**config.mk**
```make
export PLATFORM = sky130hd
export DESIGN_NAME = cis_tuple_chain_walker_unit_flat
export DESIGN_NICKNAME = d
export VERILOG_FILES = /design/src/sv/ctw_pkg.sv /design/src/sv/ctw_if.sv /design/src/sv/ctw_ram.sv /design/src/sv/ctw_fetch.sv /design/src/sv/cis_tuple_chain_walker_unit.sv /design/src/flat_wrapper.sv
export SDC_FILE = /design/constraint.sdc
export NUM_CORES = 2
export LEC_CHECK = 0
export ABC_AREA = 0
export ABC_CLOCK_PERIOD_IN_PS = 5500
export BUFFER_PORTS_ARGS = -buffer_cell sky130_fd_sc_hd__clkbuf_2
export CORE_ASPECT_RATIO = 2
export CORE_MARGIN = 2
export CORE_UTILIZATION = 40
export CTS_CLUSTER_SIZE = 25
export DETAILED_ROUTE_END_ITERATION = 8
export PLACE_DENSITY = 0.65
export SKIP_CTS_REPAIR_TIMING = 1
export SLEW_MARGIN = 40
export SYNTH_ARGS = -nofsm -noshare
export SYNTH_HDL_FRONTEND = slang
export SYNTH_SLANG_ARGS = --single-unit
```
**constraint.sdc**
```tcl
create_clock -name clk_i -period 5.5 [get_ports clk_i]
set_clock_uncertainty 0.2 [all_clocks]
set_input_delay 0.55 -clock clk_i [delete_from_list [all_inputs] [get_ports clk_i]]
set_output_delay 0.55 -clock clk_i [all_outputs]
set_load 0.005 [all_outputs]
```
**src/sv/ctw_pkg.sv**
```systemverilog
`timescale 1ns / 1ps
`default_nettype none
package ctw_pkg;
  localparam logic [1:0] OP_CLEAR = 2'd0;
  localparam logic [1:0] OP_APPEND = 2'd1;
  localparam logic [1:0] OP_FIRST = 2'd2;
  localparam logic [1:0] OP_NEXT = 2'd3;
  localparam logic [7:0] T_NULL = 8'h00;
  localparam logic [7:0] T_INDIRECT = 8'h03;
  localparam logic [7:0] T_LONGLINK_MFC = 8'h06;
  localparam logic [7:0] T_LONGLINK_A = 8'h11;
  localparam logic [7:0] T_LONGLINK_C = 8'h12;
  localparam logic [7:0] T_LINKTARGET = 8'h13;
  localparam logic [7:0] T_NO_LINK = 8'h14;
  localparam logic [7:0] T_END = 8'hff;
  localparam logic [7:0] MFC_ATTR_CODE = 8'h00;
  localparam logic [3:0] SP_ATTR = 4'd1;
  localparam logic [3:0] SP_INDIRECT = 4'd8;
  localparam int unsigned WALK_LIMIT = 512;

  typedef struct packed {
    logic [1:0] op;
    logic [7:0] data_byte;
    logic [7:0] desired_code;
    logic any_tuple;
    logic return_links;
    logic return_common;
    logic function_all;
    logic [7:0] function_number;
  } in_item_t;

  typedef struct packed {
    logic status;
    logic [7:0] tuple_code;
    logic [7:0] tuple_link;
    logic [31:0] data_offset;
    logic in_attribute_space;
  } out_item_t;

  typedef enum logic [4:0] {
    S_IDLE, S_PRO_INIT, S_WALK_INIT, S_STEP, S_RD, S_RDW, S_LINKHDR, S_CLASSIFY,
    S_FOLLOW, S_FOLLOW_MFC, S_TGT, S_TGT_CHK, S_LL_RD, S_MFC_CNT, S_ADVANCE,
    S_WALK_DONE, S_OUT
  } state_e;

  typedef enum logic [2:0] {
    R_HDR, R_FOLLOW, R_MFC, R_TGT, R_LL, R_CNT
  } rd_ret_e;
endpackage
`default_nettype wire

```
**src/sv/ctw_if.sv**
```systemverilog
`timescale 1ns / 1ps
`default_nettype none
interface ctw_in_if;
  import ctw_pkg::*;
  logic valid;
  logic ready;
  in_item_t payload;
  modport source (output valid, output payload, input ready);
  modport sink (input valid, input payload, output ready);
endinterface

interface ctw_out_if;
  import ctw_pkg::*;
  logic valid;
  logic ready;
  out_item_t payload;
  modport source (output valid, output payload, input ready);
  modport sink (input valid, input payload, output ready);
endinterface

interface ctw_cfg_if;
  logic valid;
  logic ready;
  logic [7:0] data;
  modport source (output valid, output data, input ready);
  modport sink (input valid, input data, output ready);
endinterface
`default_nettype wire

```
**src/sv/ctw_ram.sv**
```systemverilog
`timescale 1ns / 1ps
`default_nettype none
module ctw_ram #(
  parameter int unsigned WIDTH = 8,
  parameter int unsigned DEPTH = 512
) (
  input  wire logic                     clk_i,
  input  wire logic                     we_i,
  input  wire logic [$clog2(DEPTH)-1:0] waddr_i,
  input  wire logic [WIDTH-1:0]         wdata_i,
  input  wire logic [$clog2(DEPTH)-1:0] raddr_i,
  output logic      [WIDTH-1:0]         rdata_o
);
  logic [WIDTH-1:0] mem_q [DEPTH];
  always_ff @(posedge clk_i) begin
    if (we_i) mem_q[waddr_i] <= wdata_i;
    rdata_o <= mem_q[raddr_i];
  end
endmodule
`default_nettype wire

```
**src/sv/ctw_fetch.sv**
```systemverilog
`timescale 1ns / 1ps
`default_nettype none
// reads a block of len bytes at addr, one byte a cycle, all 0xff when out of range
module ctw_fetch #(
  parameter int unsigned CIS_BYTES = 512
) (
  input  wire logic                         clk_i,
  input  wire logic                         rst_ni,
  input  wire logic                         start_i,
  input  wire logic [31:0]                  addr_i,
  input  wire logic [2:0]                   len_i,
  input  wire logic [$clog2(CIS_BYTES):0]   loaded_i,
  output logic      [$clog2(CIS_BYTES)-1:0] raddr_o,
  input  wire logic [7:0]                   rdata_i,
  output logic                              busy_o,
  output logic      [39:0]                  buf_o
);
  localparam int unsigned AW = $clog2(CIS_BYTES);
  logic [31:0] base_q, base_d;
  logic [2:0] len_q, len_d, cnt_q, cnt_d;
  logic ok_q, ok_d, busy_q, busy_d, pend_q, pend_d;
  logic [2:0] wr_q, wr_d;
  logic [39:0] buf_q, buf_d;
  logic [32:0] lim;

  assign lim = {1'b0, addr_i} + {30'd0, len_i};
  assign raddr_o = base_q[AW-1:0] + AW'(cnt_q);
  assign busy_o = busy_q | start_i;
  assign buf_o = buf_q;

  always_comb begin
    base_d = base_q; len_d = len_q; cnt_d = cnt_q; ok_d = ok_q;
    busy_d = busy_q; pend_d = 1'b0; wr_d = cnt_q; buf_d = buf_q;
    if (pend_q) buf_d[wr_q*8 +: 8] = ok_q ? rdata_i : 8'hff;
    if (start_i) begin
      base_d = addr_i; len_d = len_i; cnt_d = '0; busy_d = 1'b1;
      ok_d = (lim <= 33'(loaded_i)) && (lim <= 33'(CIS_BYTES));
    end else if (busy_q) begin
      if (cnt_q == len_q) begin
        busy_d = pend_q;
      end else begin
        pend_d = 1'b1; cnt_d = cnt_q + 3'd1;
      end
    end
  end

  always_ff @(posedge clk_i or negedge rst_ni) begin
    if (!rst_ni) begin
      busy_q <= 1'b0; pend_q <= 1'b0;
    end else begin
      busy_q <= busy_d; pend_q <= pend_d;
    end
  end
  always_ff @(posedge clk_i) begin
    base_q <= base_d; len_q <= len_d; cnt_q <= cnt_d; ok_q <= ok_d;
    wr_q <= wr_d; buf_q <= buf_d;
  end
endmodule
`default_nettype wire

```
**src/sv/cis_tuple_chain_walker_unit.sv**
```systemverilog
`timescale 1ns / 1ps
`default_nettype none
// cis tuple chain walker
// in_if carries one command per transfer: clear, append a byte, find first, find next.
// cfg_if is always ready; the user must write function_count over it only while the
// block is idle, which the block does not enforce. out_if returns one result per
// command, held in an output register until taken. clear and append present their
// result the cycle after the transfer; a search walks the chain through one
// byte-serial fetch unit on a single ram read port; a first search may run up to
// three walks, each bounded at 512 tuples.
// in_if.ready is low from acceptance until the result has been transferred out;
// a stalled receiver just holds the block, nothing is dropped.
// reset empties the image and clears the walk state, function_count goes to 1.
// image ram contents are not cleared; bytes at or above the loaded count read as 0xff.
module cis_tuple_chain_walker_unit #(
  parameter int unsigned CIS_BYTES = 512
) (
  input wire logic clk_i,
  input wire logic rst_ni,
  ctw_in_if.sink   in_if,
  ctw_out_if.source out_if,
  ctw_cfg_if.sink  cfg_if
);
  import ctw_pkg::*;
  localparam int unsigned AW = $clog2(CIS_BYTES);

  state_e st_q, st_d;
  rd_ret_e ret_q, ret_d;
  in_item_t cmd_q, cmd_d;
  out_item_t res_q, res_d;
  logic [7:0] fcnt_q;
  logic [AW:0] loaded_q, loaded_d;
  logic [31:0] cis_ofs_q, cis_ofs_d, link_ofs_q, link_ofs_d, ofs_q, ofs_d, tgt_q, tgt_d;
  logic [7:0] tlink_q, tlink_d, c0_q, c0_d, c1_q, c1_d, want_q, want_d, mfc_q, mfc_d;
  logic has_link_q, has_link_d, first_q, first_d, second_q, second_d;
  logic [3:0] lspace_q, lspace_d, space_q, space_d, attr_q, attr_d;
  logic [9:0] iter_q, iter_d;
  logic [1:0] phase_q, phase_d;
  logic f_start;
  logic [31:0] f_addr;
  logic [2:0] f_len;
  logic f_busy;
  logic [39:0] f_buf;
  logic [AW-1:0] raddr;
  logic [7:0] rdata;
  logic we;
  logic is_tgt;

  assign we = in_if.valid && in_if.ready && in_if.payload.op == OP_APPEND &&
              loaded_q < (AW+1)'(CIS_BYTES);

  ctw_ram #(.WIDTH(8), .DEPTH(CIS_BYTES)) u_ram (
    .clk_i, .we_i(we), .waddr_i(loaded_q[AW-1:0]), .wdata_i(in_if.payload.data_byte),
    .raddr_i(raddr), .rdata_o(rdata)
  );

  ctw_fetch #(.CIS_BYTES(CIS_BYTES)) u_fetch (
    .clk_i, .rst_ni, .start_i(f_start), .addr_i(f_addr), .len_i(f_len),
    .loaded_i(loaded_q), .raddr_o(raddr), .rdata_i(rdata), .busy_o(f_busy), .buf_o(f_buf)
  );

  assign in_if.ready = (st_q == S_IDLE);
  assign out_if.valid = (st_q == S_OUT);
  assign out_if.payload = res_q;
  assign cfg_if.ready = 1'b1;

  always_ff @(posedge clk_i or negedge rst_ni) begin
    if (!rst_ni) fcnt_q <= 8'd1;
    else if (cfg_if.valid) fcnt_q <= cfg_if.data;
  end

  assign is_tgt = f_buf[7:0] == T_LINKTARGET && f_buf[15:8] >= 8'd3 &&
                  f_buf[23:16] == 8'h43 && f_buf[31:24] == 8'h49 && f_buf[39:32] == 8'h53;

  always_comb begin
    st_d = st_q; ret_d = ret_q; cmd_d = cmd_q; res_d = res_q; loaded_d = loaded_q;
    cis_ofs_d = cis_ofs_q; link_ofs_d = link_ofs_q; ofs_d = ofs_q; tgt_d = tgt_q;
    tlink_d = tlink_q; c0_d = c0_q; c1_d = c1_q; want_d = want_q; mfc_d = mfc_q;
    has_link_d = has_link_q; first_d = first_q; second_d = second_q;
    lspace_d = lspace_q; space_d = space_q; attr_d = attr_q; iter_d = iter_q;
    phase_d = phase_q; f_start = 1'b0; f_addr = ofs_q; f_len = 3'd2;
    case (st_q)
      S_IDLE: begin
        if (in_if.valid) begin
          cmd_d = in_if.payload;
          res_d = '0;
          case (in_if.payload.op)
            OP_CLEAR: begin loaded_d = '0; st_d = S_OUT; end
            OP_APPEND: begin
              if (loaded_q < (AW+1)'(CIS_BYTES)) loaded_d = loaded_q + 1'b1;
              else res_d.status = 1'b1;
              st_d = S_OUT;
            end
            OP_FIRST: begin
              tlink_d = '0; lspace_d = '0; mfc_d = '0; cis_ofs_d = '0; link_ofs_d = '0;
              space_d = SP_ATTR; has_link_d = 1'b1;
              if (fcnt_q > 8'd1 && !in_if.payload.return_common) begin
                phase_d = 2'd0; st_d = S_PRO_INIT;
              end else begin
                phase_d = 2'd2; st_d = S_WALK_INIT;
              end
            end
            default: begin phase_d = 2'd2; st_d = S_WALK_INIT; end
          endcase
        end
      end
      S_PRO_INIT: st_d = S_WALK_INIT;
      S_WALK_INIT: begin
        c0_d = '0; c1_d = tlink_q; ofs_d = cis_ofs_q + {24'd0, tlink_q};
        attr_d = space_q; iter_d = '0;
        case (phase_q)
          2'd0: begin want_d = T_LONGLINK_MFC; first_d = 1'b0; end
          2'd1: begin want_d = T_LINKTARGET; first_d = 1'b0; end
          default: begin
            want_d = cmd_q.any_tuple ? T_END : cmd_q.desired_code;
            first_d = cmd_q.any_tuple;
          end
        endcase
        st_d = S_STEP;
      end
      S_STEP: begin
        if (iter_q == 10'(WALK_LIMIT)) begin
          st_d = S_WALK_DONE; res_d.status = 1'b1;
        end else if (c1_q == 8'hff) begin
          c0_d = T_END; st_d = S_FOLLOW;
        end else begin
          f_start = 1'b1; f_addr = ofs_q; f_len = 3'd2; ret_d = R_HDR; st_d = S_RDW;
        end
      end
      S_RDW: if (!f_busy) st_d = S_RD;
      S_RD: begin
        case (ret_q)
          R_HDR: begin
            c0_d = f_buf[7:0]; c1_d = f_buf[15:8];
            if (f_buf[7:0] == T_NULL) begin
              ofs_d = ofs_q + 32'd1; iter_d = iter_q + 10'd1; st_d = S_STEP;
            end else if (f_buf[7:0] == T_END) st_d = S_FOLLOW;
            else st_d = S_CLASSIFY;
          end
          R_FOLLOW: begin
            c0_d = f_buf[7:0]; c1_d = f_buf[15:8]; st_d = S_CLASSIFY;
          end
          R_MFC: begin
            tgt_d = f_buf[39:8];
            space_d = (f_buf[7:0] == MFC_ATTR_CODE) ? 4'd1 : 4'd0;
            link_ofs_d = link_ofs_q + 32'd5; mfc_d = mfc_q - 8'd1;
            second_d = (f_buf[7:0] == MFC_ATTR_CODE); st_d = S_TGT;
          end
          R_TGT: st_d = S_TGT_CHK;
          R_LL: begin link_ofs_d = f_buf[31:0]; st_d = S_ADVANCE; end
          default: begin mfc_d = f_buf[7:0]; st_d = S_ADVANCE; end
        endcase
      end
      S_FOLLOW: begin
        if (mfc_q != 8'd0) begin
          f_start = 1'b1; f_addr = link_ofs_q; f_len = 3'd5; ret_d = R_MFC; st_d = S_RDW;
        end else if (has_link_q) begin
          tgt_d = link_ofs_q; space_d = lspace_q; has_link_d = 1'b0;
          second_d = (lspace_q != 4'd0); st_d = S_TGT;
        end else begin
          res_d.status = 1'b1; st_d = S_WALK_DONE;
        end
      end
      S_TGT: begin
        f_start = 1'b1; f_addr = tgt_q; f_len = 3'd5; ret_d = R_TGT; st_d = S_RDW;
      end
      S_TGT_CHK: begin
        if (is_tgt) begin
          ofs_d = tgt_q; attr_d = space_q;
          f_start = 1'b1; f_addr = tgt_q; f_len = 3'd2; ret_d = R_FOLLOW; st_d = S_RDW;
        end else if (second_q) begin
          second_d = 1'b0; tgt_d = {1'b0, tgt_q[31:1]}; st_d = S_TGT;
        end else begin
          res_d.status = 1'b1; st_d = S_WALK_DONE;
        end
      end
      S_CLASSIFY: begin
        st_d = S_LINKHDR;
        if (c0_q == T_LONGLINK_A || c0_q == T_LONGLINK_C || c0_q == T_LONGLINK_MFC ||
            c0_q == T_LINKTARGET || c0_q == T_INDIRECT || c0_q == T_NO_LINK) begin
          if (c0_q == T_LONGLINK_A || c0_q == T_LONGLINK_C) begin
            has_link_d = 1'b1;
            lspace_d = (c0_q == T_LONGLINK_A) ? (attr_q | SP_ATTR) : (attr_q & ~SP_ATTR);
            f_start = 1'b1; f_addr = ofs_q + 32'd2; f_len = 3'd4; ret_d = R_LL; st_d = S_RDW;
          end else if (c0_q == T_INDIRECT) begin
            has_link_d = 1'b1; lspace_d = SP_ATTR | SP_INDIRECT; link_ofs_d = '0;
          end else if (c0_q == T_LONGLINK_MFC) begin
            lspace_d = attr_q;
            if (cmd_q.function_all) begin
              link_ofs_d = ofs_q + 32'd3;
              f_start = 1'b1; f_addr = ofs_q + 32'd2; f_len = 3'd1; ret_d = R_CNT;
              st_d = S_RDW;
            end else begin
              mfc_d = 8'd1;
              link_ofs_d = ofs_q + 32'd3 + {22'd0, cmd_q.function_number, 2'b00}
                           + {24'd0, cmd_q.function_number};
            end
          end else if (c0_q == T_NO_LINK) has_link_d = 1'b0;
          if (st_d == S_LINKHDR) st_d = S_ADVANCE;
        end else st_d = S_ADVANCE;
      end
      S_ADVANCE: begin
        if (first_q && (cmd_q.return_links || !(c0_q == T_LONGLINK_A ||
            c0_q == T_LONGLINK_C || c0_q == T_LONGLINK_MFC || c0_q == T_LINKTARGET ||
            c0_q == T_INDIRECT || c0_q == T_NO_LINK)) || c0_q == want_q) begin
          tlink_d = c1_q; cis_ofs_d = ofs_q + 32'd2; st_d = S_WALK_DONE;
        end else begin
          ofs_d = ofs_q + {24'd0, c1_q} + 32'd2; iter_d = iter_q + 10'd1; st_d = S_STEP;
        end
      end
      S_WALK_DONE: begin
        case (phase_q)
          2'd0: begin
            if (res_q.status) begin
              res_d.status = 1'b0; cis_ofs_d = '0; tlink_d = '0; phase_d = 2'd2;
            end else phase_d = 2'd1;
            st_d = S_WALK_INIT;
          end
          2'd1: begin
            if (res_q.status) st_d = S_OUT;
            else begin phase_d = 2'd2; st_d = S_WALK_INIT; end
          end
          default: begin
            if (!res_q.status) begin
              res_d.tuple_code = c0_q; res_d.tuple_link = c1_q;
              res_d.data_offset = ofs_q + 32'd2; res_d.in_attribute_space = space_q[0];
            end
            st_d = S_OUT;
          end
        endcase
      end
      S_OUT: if (out_if.ready) st_d = S_IDLE;
      default: st_d = S_IDLE;
    endcase
  end

  always_ff @(posedge clk_i or negedge rst_ni) begin
    if (!rst_ni) begin
      st_q <= S_IDLE; loaded_q <= '0; cis_ofs_q <= '0; tlink_q <= '0; link_ofs_q <= '0;
      has_link_q <= 1'b0; lspace_q <= '0; space_q <= '0; mfc_q <= '0;
    end else begin
      st_q <= st_d; loaded_q <= loaded_d; cis_ofs_q <= cis_ofs_d; tlink_q <= tlink_d;
      link_ofs_q <= link_ofs_d; has_link_q <= has_link_d; lspace_q <= lspace_d;
      space_q <= space_d; mfc_q <= mfc_d;
    end
  end
  always_ff @(posedge clk_i) begin
    ret_q <= ret_d; cmd_q <= cmd_d; res_q <= res_d; ofs_q <= ofs_d; tgt_q <= tgt_d;
    c0_q <= c0_d; c1_q <= c1_d; want_q <= want_d; first_q <= first_d;
    second_q <= second_d; attr_q <= attr_d; iter_q <= iter_d;
    phase_q <= phase_d;
  end

`ifndef NO_ASSERTIONS
  a_load_bound: assert property (@(posedge clk_i) disable iff (!rst_ni)
    loaded_q <= (AW+1)'(CIS_BYTES)) else $error("loaded count overflow");
  a_fail_clean: assert property (@(posedge clk_i) disable iff (!rst_ni)
    out_if.valid && res_q.status |-> res_q.data_offset == 32'd0 && res_q.tuple_code == 8'd0)
    else $error("failed result carries data");
  a_out_hold: assert property (@(posedge clk_i) disable iff (!rst_ni)
    out_if.valid && !out_if.ready |=> out_if.valid && $stable(res_q))
    else $error("result changed under stall");
`endif
endmodule
`default_nettype wire

```
**src/flat_wrapper.sv**
```systemverilog
// flat-port wrapper written by rule: the top's interface ports become plain ports
module cis_tuple_chain_walker_unit_flat import ctw_pkg::*;
#(
  parameter int unsigned CIS_BYTES = 512
)
  (clk_i, rst_ni, in_if_valid, in_if_payload, in_if_ready, out_if_valid, out_if_payload, out_if_ready, cfg_if_valid, cfg_if_data, cfg_if_ready);
  ctw_in_if in_if_i ();
  ctw_out_if out_if_i ();
  ctw_cfg_if cfg_if_i ();
  input wire logic clk_i;
  input wire logic rst_ni;
  input wire logic [$bits(in_if_i.valid)-1:0] in_if_valid;
  input wire logic [$bits(in_if_i.payload)-1:0] in_if_payload;
  output wire logic [$bits(in_if_i.ready)-1:0] in_if_ready;
  output wire logic [$bits(out_if_i.valid)-1:0] out_if_valid;
  output wire logic [$bits(out_if_i.payload)-1:0] out_if_payload;
  input wire logic [$bits(out_if_i.ready)-1:0] out_if_ready;
  input wire logic [$bits(cfg_if_i.valid)-1:0] cfg_if_valid;
  input wire logic [$bits(cfg_if_i.data)-1:0] cfg_if_data;
  output wire logic [$bits(cfg_if_i.ready)-1:0] cfg_if_ready;
  assign in_if_i.valid = in_if_valid;
  assign in_if_i.payload = in_if_payload;
  assign in_if_ready = in_if_i.ready;
  assign out_if_valid = out_if_i.valid;
  assign out_if_payload = out_if_i.payload;
  assign out_if_i.ready = out_if_ready;
  assign cfg_if_i.valid = cfg_if_valid;
  assign cfg_if_i.data = cfg_if_data;
  assign cfg_if_ready = cfg_if_i.ready;
  cis_tuple_chain_walker_unit #(.CIS_BYTES(CIS_BYTES)) u_core (.clk_i(clk_i), .rst_ni(rst_ni), .in_if(in_if_i), .out_if(out_if_i), .cfg_if(cfg_if_i));
endmodule
```
==> results.md <==
* Sum of buffers and inverters on the critical path at 4
* Most numerous cell in the Yosys netlist: edfxtp_1
* Sink Count at 4454
* Worst-Margin Slew at 1.007 ns
* Worst path arrival time at 6.24 ns
* Vias in the first global route at 97840
* Placed insts at 15210
* I/O pin count at 96
* First-pass GRT wire length at 719.4 mm
* Layout area overhead at 14.13%
* Synth top cells by count: edfxtp_1, mux4_2, nor2_1
* Count of different cell masters after synthesis at 92
* Met1 usage at 22.22%
* Critical Path Sink Type: register
* Met3 usage at 2.714%
* Vias per inst at 5.822
* Worst EP required at 6.09 ns
* Synth area leaders: edfxtp_1, mux4_2, nor2_1
* Layout cells sized above 1 at 28.83%
* R2R Setup Slk at -0.15 ns
* Core area at 450600 um^2
* Max-capacitance violation count at 0
* Outcome: finished, violations left
* Ys flop type: edfxtp_1
* Failing checks: design-rule violations, negative hold slack, negative setup slack
* Avg Cell Area, Syn at 19.90 um^2
* Crit-path cells: or4b_4 -> nor4_4 -> buf_4 -> nand3_2 -> buf_6 -> mux2i_4 -> o221ai_2 -> a221o_1 -> ha_1 -> a21o_1 -> a21oi_2 -> buf_4 -> nand3b_1 -> buf_6 -> nor2_4 -> xor2_2 -> ha_1 -> nand4_1 -> o32ai_4 -> nor2b_4 -> a2111oi_4 -> nand4_1 -> nor4b_2
* Die Area at 457500 um^2
* Syn Inst Count at 9082
* Util after Layout at 45.77%
* PortBufs at 93
* CTS buffer count at 362
* Slew margin rel. at 32.49%
* Crit start category: register
* Starting Density at 40.11%
* Final Power at 125.4 mW
* FP Rows at 349
* CP max FO at 3
* Nets@finish at 9787
* Die width at 479.3 um
* H-tree depth at 5
* RSZ-0062 raised after global routing: yes
* Final setup margin at -0.1502 ns
* Global route hottest layer: met2
* Leading area contributor after synthesis: edfxtp_1
* CP max stage cell: or4b_4
* Final min period at 5.650 ns
* DR WL/cell at 31.76 um
* Clk buf depth at 4
* Ys Warns at 0
* DRT iter0 DRCs at 8614
* Clk_lat worst skew at 0.98 ns
* Global placement routability congestion at 0.9832
* EDFF count, synth at 4327
* Initial antenna violation count at 16
* Clock transition at path regs at 0.07 ns
* # DRC at 3
* Pre-antenna DRT Iters at 8
* CP max stage delay at 0.56 ns
* Slew Limit Fails at 0
* CP top delay family: simple AND/OR/NAND/NOR gates
* M2 GR Usage at 40.84%
* Register area share after synthesis at 73.61%
* Final wirelength at 507.5 mm
* HPWL Detailed at 345.0 mm
* Syn_nets at 9205
* Largest net degree at the start of global routing at 176
* Final ANT Viol Nets at 0
* Cell Area, Synth at 180700 um^2
* GRT Util Overall at 21.82%
* Final worst-path cycle share at 102.7%
* Synth Register Bits at 4454
* Fmax at 177.0 MHz
* Die Ht at 954.6 um
* Final cell count without fillers at 15980
* Hold WS at -0.01383 ns
* Async set-reset flop share out of synthesis at 2.537%
* Pwr dens at 607.7 nW/um^2
* Min-delay worst type: in -> async
* Final setup fails at 1
* WS Path Type: reg -> reg
* CTS Root Cell: clkbuf_16
* DR vias at 93040
* Leak at 64.58 nW
* Yosys top cell area share at 71.89%
* Final hold violation count at 13
* Peak supply drop at 0.0005228 V
* Gr ovfl total at 0
* TritonCTS clock tree: yes
-- report_power, final --
| group | total, mW | switching, mW | internal (mW) |
|---|---|---|---|
| clock | 26.8 | 12.4 | 14.5 |
| sequential | 39.1 | 0.884 | 38.2 |
| combinational | 59.4 | 33.1 | 26.3 |
-- layer usage --
layer	part of all wire, %	wire, um
met2	55	279300
met1	32	159900
met3	5.2	26400
met5	0.0067	34
met4	8.2	41820
-- kinds of logic (layout without fill, tap and decap cells) --
group / after synthesis / count (layout) / share of synthesized area (%)
buf+inv: 643 / 1521 / 1.362
flops: 4454 / 4454 / 73.61
fa+ha+maj: 80 / 80 / 0.5995
xor+xnor: 199 / 199 / 0.9644
other cells: 1 / 54 / 0.002075
simple gates: 1641 / 1641 / 4.037
mux: 1394 / 1394 / 16.92
compound gates: 670 / 670 / 2.498
-- through the flow --
stage / setup WS [ns] / hold WS, ns / area, um^2 / setup TNS [ns]
after floorplan: 0.01372 / 0.05441 / 180700 / 0
after global placement: -0.8138 / 0.2339 / 192500 / -0.8138
final: -0.1502 / -0.01383 / 206300 / -0.1502
after CTS: -0.7626 / -0.5959 / 205000 / -0.7626
after detailed placement: -0.7260 / 0.2466 / 193000 / -0.7260
after global routing: -0.3857 / 0.005563 / 206200 / -0.3857
-- registers in the layout (all words and copies together), names as in the netlist, 4 cells and up --
register,flops
u_core.ofs_q,32
u_core.iter_q,10
u_core.attr_q,4
u_core.fcnt_q,7
u_core.tgt_q,32
u_core.tlink_q,8
u_core.space_q,4
u_core.out_if.payload,50
u_core.u_ram.mem_q,4096
u_core.cis_ofs_q,32
u_core.loaded_q,10
u_core.cmd_q,19
u_core.u_ram.rdata_o,8
u_core.want_q,8
u_core.st_q,5
u_core.c0_q,8
u_core.link_ofs_q,32
u_core.mfc_q,8
u_core.lspace_q,4
u_core.u_fetch.base_q,9
u_core.u_fetch.buf_o,40
u_core.c1_q,8
-- final cells by class --
type,count,area (um^2)
Antenna cell,53,132.6
Timing Repair Buffer,770,6973
Tap cell,5967,7466
Multi-Input combinational cell,3985,46290
Fill cell,37310,244400
Clock buffer,424,9425
Clock inverter,236,2605
Inverter,91,341.6
Sequential cell,4454,133000
-- placed cells by master, fill, tap and decap left out, drive strengths merged, types with 106 or more instances in the layout --
cell type,count
edfxtp,4327
a21oi,132
clkinv,153
inv,106
o21ai,161
xnor2,109
nand2,406
buf,641
clkbuf,508
mux4,1328
nor2,782
dfrtp,113
-- worst paths after layout --
kind	startpoint	endpoint	depth (start not counted)
min in group clk_i	in_if_payload[29]	u_core.phase_q[1]	3
max reg2reg	u_core.u_fetch.buf_o[31]	u_core.u_fetch.ok_q	23
max	u_core.u_fetch.buf_o[31]	u_core.u_fetch.ok_q	23
min	rst_ni	u_core.cis_ofs_q[3]	2
max in group asynchronous	rst_ni	u_core.link_ofs_q[26]	3
min reg2reg	u_core.space_q[2]	u_core.attr_q[2]	0
Note: power is estimated with default switching activity, not from simulation.
